$ cat src/rtl/pclb_pkg.sv
// package for the particle cell list binner: word types, codes, constants
// and the command/status structs between controller and datapath
// no dependencies
package pclb_pkg;

  localparam int unsigned DIV_W  = 33;
  localparam int unsigned AXIS_W = 13;
  localparam int unsigned PLANE_W = 2 * AXIS_W;
  localparam int unsigned TOT_W  = 3 * AXIS_W;
  localparam int unsigned CFG_AW = 4;

  localparam logic [AXIS_W-1:0]  AXIS_SAT  = 13'd8191;
  localparam logic [AXIS_W-1:0]  RST_AXIS  = 13'd16;
  localparam logic [PLANE_W-1:0] RST_PLANE = 26'd256;
  localparam logic [AXIS_W-1:0]  RST_TOTAL = 13'd4096;
  localparam logic [31:0]        RST_CELL_LEN = 32'd65536;
  localparam logic [31:0]        RST_BOX_LEN  = 32'd1048576;

  typedef enum logic [1:0] {
    OP_ADD   = 2'd0,
    OP_READ  = 2'd1,
    OP_CLEAR = 2'd2,
    OP_NOP   = 2'd3
  } op_e;

  typedef enum logic [2:0] {
    ST_OK        = 3'd0,
    ST_OUTSIDE   = 3'd1,
    ST_FULL      = 3'd2,
    ST_EMPTY     = 3'd3,
    ST_TOO_LARGE = 3'd4
  } status_e;

  typedef enum logic [1:0] {
    REG_CELL_LEN = 2'd0,
    REG_BOX_X    = 2'd1,
    REG_BOX_Y    = 2'd2,
    REG_BOX_Z    = 2'd3
  } cfg_reg_e;

  typedef enum logic [1:0] {
    DIV_CFG = 2'd0,
    DIV_POS = 2'd1,
    DIV_IDX = 2'd2,
    DIV_REM = 2'd3
  } div_src_e;

  typedef struct packed {
    logic [1:0]  operation;
    logic [31:0] pos_x;
    logic [31:0] pos_y;
    logic [31:0] pos_z;
    logic [11:0] cell_index;
    logic [3:0]  slot;
  } in_word_t;

  typedef struct packed {
    logic [2:0]  status;
    logic [11:0] cell_id;
    logic [11:0] cell_x;
    logic [11:0] cell_y;
    logic [11:0] cell_z;
    logic [4:0]  cell_count;
    logic [4:0]  max_count;
    logic [15:0] particle_number;
    logic [12:0] total_cells;
  } out_word_t;

  typedef struct packed {
    logic     accept;
    logic     clr_state;
    logic     div_start;
    div_src_e div_src;
    logic     add_chk;
    logic     add_id;
    logic     add_upd;
    logic     cap_cx;
    logic     rd_ent;
    logic     rd_fin;
    logic     sweep;
    logic     cfg_n;
    logic     cfg_p;
    logic     cfg_t;
    logic     reply;
    status_e  status;
  } cmd_t;

  typedef struct packed {
    logic div_done;
    logic too_large;
    logic exhausted;
    logic idx_out;
    logic in_range;
    logic full;
    logic empty;
    logic sweep_last;
  } stat_t;

  function automatic logic [AXIS_W-1:0] axis_sat(input logic [DIV_W-1:0] q);
    return (q > DIV_W'(AXIS_SAT)) ? AXIS_SAT : q[AXIS_W-1:0];
  endfunction

endpackage

$ cat src/rtl/pclb_ctrl.sv
// controller state machine: sequences config recompute, add, read and clear
// depends on pclb_pkg
module pclb_ctrl (
  input  logic            clk_i,
  input  logic            rst_ni,
  input  logic            start_i,
  input  logic            cfg_wr_i,
  input  pclb_pkg::op_e   op_i,
  input  pclb_pkg::stat_t stat_i,
  output pclb_pkg::cmd_t  cmd_o,
  output logic            busy_o,
  output logic            done_o
);

  typedef enum logic [4:0] {
    S_CLEAR, S_IDLE, S_CFG_S, S_CFG_W, S_CFG_P, S_CFG_T,
    S_A_W, S_A_ID, S_A_RD, S_A_UPD,
    S_R_W1, S_R_W2, S_R_E1, S_R_E2, S_REPLY
  } state_e;

  state_e              state_q, state_d;
  pclb_pkg::status_e   status_q, status_d;
  logic                clr_reply_q, clr_reply_d;
  logic                cfg_pend_q, cfg_pend_d;
  logic                done_q;

  // a register write seen outside idle is kept and recomputed once idle
  assign busy_o = (state_q != S_IDLE) || cfg_wr_i || cfg_pend_q;

  always_comb begin
    state_d     = state_q;
    status_d    = status_q;
    clr_reply_d = clr_reply_q;
    cfg_pend_d  = cfg_pend_q | cfg_wr_i;
    cmd_o       = '0;
    cmd_o.status = status_q;
    unique case (state_q)
      S_CLEAR: begin
        cmd_o.sweep = 1'b1;
        if (stat_i.sweep_last) begin
          clr_reply_d = 1'b0;
          status_d    = pclb_pkg::ST_OK;
          state_d     = clr_reply_q ? S_REPLY : S_IDLE;
        end
      end
      S_IDLE: begin
        if (cfg_wr_i || cfg_pend_q) begin
          cfg_pend_d = 1'b0;
          state_d    = S_CFG_S;
        end else if (start_i) begin
          cmd_o.accept = 1'b1;
          unique case (op_i)
            pclb_pkg::OP_CLEAR: begin
              cmd_o.clr_state = 1'b1;
              clr_reply_d     = 1'b1;
              state_d         = S_CLEAR;
            end
            pclb_pkg::OP_NOP: begin
              status_d = pclb_pkg::ST_OK;
              state_d  = S_REPLY;
            end
            pclb_pkg::OP_ADD: begin
              priority if (stat_i.too_large) begin
                status_d = pclb_pkg::ST_TOO_LARGE;
                state_d  = S_REPLY;
              end else if (stat_i.exhausted) begin
                status_d = pclb_pkg::ST_FULL;
                state_d  = S_REPLY;
              end else begin
                cmd_o.div_start = 1'b1;
                cmd_o.div_src   = pclb_pkg::DIV_POS;
                state_d         = S_A_W;
              end
            end
            pclb_pkg::OP_READ: begin
              priority if (stat_i.too_large) begin
                status_d = pclb_pkg::ST_TOO_LARGE;
                state_d  = S_REPLY;
              end else if (stat_i.idx_out) begin
                status_d = pclb_pkg::ST_OUTSIDE;
                state_d  = S_REPLY;
              end else begin
                cmd_o.div_start = 1'b1;
                cmd_o.div_src   = pclb_pkg::DIV_IDX;
                state_d         = S_R_W1;
              end
            end
            default: begin
            end
          endcase
        end
      end
      S_CFG_S: begin
        cmd_o.div_start = 1'b1;
        cmd_o.div_src   = pclb_pkg::DIV_CFG;
        state_d         = S_CFG_W;
      end
      S_CFG_W: begin
        if (stat_i.div_done) begin
          cmd_o.cfg_n = 1'b1;
          state_d     = S_CFG_P;
        end
      end
      S_CFG_P: begin
        cmd_o.cfg_p = 1'b1;
        state_d     = S_CFG_T;
      end
      S_CFG_T: begin
        cmd_o.cfg_t = 1'b1;
        state_d     = S_IDLE;
      end
      S_A_W: begin
        if (stat_i.div_done) begin
          cmd_o.add_chk = 1'b1;
          state_d       = S_A_ID;
        end
      end
      S_A_ID: begin
        if (!stat_i.in_range) begin
          status_d = pclb_pkg::ST_OUTSIDE;
          state_d  = S_REPLY;
        end else begin
          cmd_o.add_id = 1'b1;
          state_d      = S_A_RD;
        end
      end
      S_A_RD: begin
        state_d = S_A_UPD;
      end
      S_A_UPD: begin
        cmd_o.add_upd = 1'b1;
        status_d      = stat_i.full ? pclb_pkg::ST_FULL : pclb_pkg::ST_OK;
        state_d       = S_REPLY;
      end
      S_R_W1: begin
        if (stat_i.div_done) begin
          cmd_o.cap_cx    = 1'b1;
          cmd_o.div_start = 1'b1;
          cmd_o.div_src   = pclb_pkg::DIV_REM;
          state_d         = S_R_W2;
        end
      end
      S_R_W2: begin
        if (stat_i.div_done) begin
          cmd_o.rd_ent = 1'b1;
          if (stat_i.empty) begin
            status_d = pclb_pkg::ST_EMPTY;
            state_d  = S_REPLY;
          end else begin
            state_d = S_R_E1;
          end
        end
      end
      S_R_E1: begin
        state_d = S_R_E2;
      end
      S_R_E2: begin
        cmd_o.rd_fin = 1'b1;
        status_d     = pclb_pkg::ST_OK;
        state_d      = S_REPLY;
      end
      S_REPLY: begin
        cmd_o.reply = 1'b1;
        state_d     = S_IDLE;
      end
      default: begin
        state_d = S_IDLE;
      end
    endcase
  end

  always_ff @(posedge clk_i or negedge rst_ni) begin
    if (!rst_ni) begin
      state_q     <= S_CLEAR;
      status_q    <= pclb_pkg::ST_OK;
      clr_reply_q <= 1'b0;
      cfg_pend_q  <= 1'b0;
      done_q      <= 1'b0;
    end else begin
      state_q     <= state_d;
      status_q    <= status_d;
      clr_reply_q <= clr_reply_d;
      cfg_pend_q  <= cfg_pend_d;
      done_q      <= (state_q == S_REPLY);
    end
  end

  assign done_o = done_q;

endmodule

$ cat config.mk
export PLATFORM = sky130hd
export DESIGN_NAME = pclb_ctrl
export DESIGN_NICKNAME = d
export VERILOG_FILES = /design/src/rtl/pclb_pkg.sv /design/src/rtl/pclb_ctrl.sv
export SDC_FILE = /design/constraint.sdc
export NUM_CORES = 1
export LEC_CHECK = 0
export BUFFER_PORTS_ARGS = -buffer_cell sky130_fd_sc_hd__clkbuf_2
export CAP_MARGIN = 0
export CELL_PAD_IN_SITES_DETAIL_PLACEMENT = 1
export CELL_PAD_IN_SITES_GLOBAL_PLACEMENT = 1
export CORE_MARGIN = 5
export CORE_UTILIZATION = 30
export DETAILED_ROUTE_END_ITERATION = 10
export PLACE_DENSITY = 0.78
export SETUP_SLACK_MARGIN = 0.3
export SYNTH_ARGS = -nofsm -noshare
export SYNTH_HDL_FRONTEND = slang
export SYNTH_SLANG_ARGS = --single-unit
$ cat constraint.sdc
create_clock -name clk_i -period 1.8 [get_ports clk_i]
set_input_delay 0.36 -clock clk_i [delete_from_list [all_inputs] [get_ports clk_i]]
set_output_delay 0.36 -clock clk_i [all_outputs]
set_load 0.01 [all_outputs]
==> results.toml <==
[outcome]
run_status = "finished, violations left"
violations = "setup timing"

[routing]
routed_via_density = 6.07
post-route-drc-count = 0
ant_nets = 0
dr.first_iter.drc_count = 56
firstDrtPassIters = 4
vias = 1420
finalWirelength_mm = 5.84
wire_per_inst_um = 24.9

[timing]
finClkSkew_ns = 0.00306
max_freq_mhz = 418
finalHoldViolCount = 0
finalCriticalPeriod_ns = 2.39
rsz0062_at_grt = "yes"
setup_ws_ns = -0.592
finalMaxSlewViolations = 0
tightest_slew_ns = 0.479
min_period_over_period_pct = 133
setup_viol_count_final = 25
slew_headroom_pct = 67.8

[worst_setup_path]
cp_max_fo = 3
crit_required_ns = 1.44
r2r-start = "state_q[3]$_DFFE_PN0P_"
reg2regPathDepth = 11
cp.arrival_ns = 2.03
start_kind = "register"
reg2reg_slack_ns = -0.40
end_kind = "primary output"
r2r-end = "state_q[2]$_DFFE_PN0P_"
path_class = "reg -> out"

[yosys]
ys.flop_type = "dfrtp_1"
synth_seq_cells = 10
syn_inst = 118
synthesis.area_um2 = 900
syn_avg_cell_area_um2 = 7.62
ys_seq_area_share_pct = 27.8
synth_edf_count = 0
async_reset_ff_share_pct = 100
synth_nets = 132
ys_warn_count = 0
synth.distinct_cells = 45

[cells_and_area]
regArea_um2 = 250
stdcell_count = 234
num-nets-final = 219
n_antenna_cell = 0
areaGrowthSynthToFinish_pct = 113
drive_above_1_share_pct = 68.5
multiInputGateArea_um2 = 840
n_fill_cell = 308
final_util_pct = 68.3

[floorplanning]
io_pins = 35
die_height_um = 64.8
initial_utilization_pct = 32.1
rows = 19
core_area_mm2 = 0.00281
dieArea_mm2 = 0.00419
fp.dieW_um = 64.8

[cts]
worst_skew_pair.late_latency_ns = 0.28
cts_made_buffers = 3
cts_tree = "done"
root_buffer = "clkbuf_4"
cts_sinks = 10
clk_pin_slew_ns = 0.07
clk_path_buf_depth = 2
cts.htree.levels = 1

[global_route]
grt_use_met1_pct = 26.6
grt_pass1_wl_mm = 7.87
grt_usage_pct = 24.5
grt_use_met2_pct = 43.8
met3_usage_pct = 7.94
grt_overflow = 0
antenna_found_initial = 0
grt_max_degree = 18
grt.busiest_layer = "met2"
grt_pass1_vias = 1516

[power_and_ir_drop]
peakVddDrop_mv = 0.795
clock_power_share_pct = 5.0
total_power_w = 0.00324
power_switching_share_pct = 48.7
pwr-share-comb_pct = 83.3
p_int_w = 0.00166
p_sw_w = 0.00158
seqPwrFrac_pct = 11.7
powerDensity_mw_per_mm2 = 1690
power_leakage_nw = 0.910

[placement]
port_buffers = 34
place_congestion = 0.898
place_hpwl_mm = 2.80
dp.cells = 203
dp_slack_ns = -0.283

[worst_hold_path]
worstHoldPathType = "in -> reg"
hp-start = "stat_i[0]"
hold_depth = 2
min_to = "clr_reply_q$_DFFE_PN0P_"

[flow_run]
drv_cap = 0
## repair_timing
item | 4_1_cts | 5_1_grt
setup endpoints to repair | 26 | 25
endpoints found under the hold margin | 10 | 0
pin swaps | 13 | 9
buffers inserted | 15 | 11
hold buffers | 1 | 0
cloned | 0 | 1
gates resized for setup | 53 | 43
## metrics by stage
step                hold slack, ns  setup TNS [ns]  cell area [µm²]
detailed placement           0.243           -1.92             1300
global placement             0.235          -0.969             1300
global route                 0.300           -9.18             1920
finish                       0.315           -7.46             1920
CTS                          0.311           -4.68             1690
floorplan                   0.0644          -0.641              936
## flip-flops by register name (all words and copies together) (netlist names)
name,flops
status_q,3
clr_reply_q,1
done_o,1
cfg_pend_q,1
state_q,4
## cells in the mapped netlist (2+ instances only)
| library cell | instances | share of area, % |
|---|---|---|
| a211o_1 | 2 | 1.9 |
| a211oi_1 | 2 | 1.7 |
| a21oi_1 | 5 | 2.8 |
| a221oi_1 | 2 | 1.9 |
| a31oi_1 | 2 | 1.4 |
| buf_2 | 3 | 1.7 |
| clkbuf_1 | 2 | 0.83 |
| dfrtp_1 | 10 | 28 |
| inv_1 | 7 | 2.9 |
| mux2_2 | 2 | 2.5 |
| nand2_1 | 10 | 4.2 |
| nand2b_1 | 5 | 3.5 |
| nand3_1 | 3 | 1.7 |
| nor2_1 | 17 | 7.1 |
| nor3_1 | 6 | 3.3 |
| o21ai_0 | 7 | 3.9 |
| o21ai_1 | 2 | 1.1 |
| o21bai_1 | 2 | 1.7 |
| o31ai_2 | 2 | 2.8 |
| o32ai_1 | 2 | 1.9 |
## layout by cell type, fill, tap and decap left out, types with 4 or more instances in the layout
| master | netlist | final |
|---|---|---|
| buf_6 | 1 | 22 |
| a21oi_1 | 5 | 4 |
| inv_1 | 7 | 4 |
| dfrtp_1 | 10 | 10 |
| nand2_1 | 10 | 4 |
| clkbuf_2 | 0 | 19 |
| nor2_4 | 0 | 5 |
| nand2_4 | 0 | 4 |
| buf_4 | 0 | 31 |
| o21ai_0 | 7 | 6 |
| buf_2 | 3 | 11 |
| nor2_1 | 17 | 9 |
## power groups by stage
stage / logic (W) / registers (W) / clock network [W]
final: 0.00270 / 0.000379 / 0.000161
after floorplan: 0.000897 / 0.000377 / 0
after global routing: 0.00283 / 0.000388 / 0.000178
after detailed placement: 0.00146 / 0.000367 / 0
after global placement: 0.00142 / 0.000357 / 0
after CTS: 0.00212 / 0.000370 / 0.000159
## how the worst max path moves through the flow
stage                            from   endpoint  slack (ns)  cells after the start
6_report       state_q[3]$_DFFE_PN0P_  cmd_o[16]       -0.59                      7
5_1_grt        state_q[1]$_DFFE_PN0P_  cmd_o[16]       -0.66                      7
2_1_floorplan  state_q[3]$_DFFE_PN0P_  cmd_o[14]       -0.21                      7
4_1_cts        state_q[1]$_DFFE_PN0P_  cmd_o[14]       -0.55                      7
3_3_place_gp   state_q[1]$_DFFE_PN0P_  cmd_o[14]       -0.20                      7
3_5_place_dp   state_q[1]$_DFFE_PN0P_  cmd_o[14]       -0.28                      7
## metal layers
layer	share of wire, %	vias to the layer above
met5	0	-
met4	6.4	0
met3	7.1	35
met2	50	88
met1	37	695
li1	-	602
## worst max-delay path: stages, from the launching register on
cell,delay [ns]
dfrtp_1,0.40
or4b_4,0.57
nor3_4,0.17
nand2_2,0.09
inv_2,0.08
nand2_4,0.07
o22ai_2,0.20
buf_2,0.18
## cell type report
| cell class | instances | share of cell area, % |
|---|---|---|
| repair buffers | 89 | 38.1 |
| flip-flops and latches | 10 | 13.1 |
| multi-input cells | 93 | 43.8 |
| clock buffers | 3 | 1.17 |
| well taps | 31 | 2.02 |
| inverters | 8 | 1.89 |
## kinds of logic after synthesis
group | share of synthesized area (%)
DFF | 27.8
buffers and inverters | 7.51
AOI/OAI and AO/OA | 29.3
and+or+nand+nor | 31.6
muxes | 3.75
No activity file was read; power rests on OpenSTA's default activity.
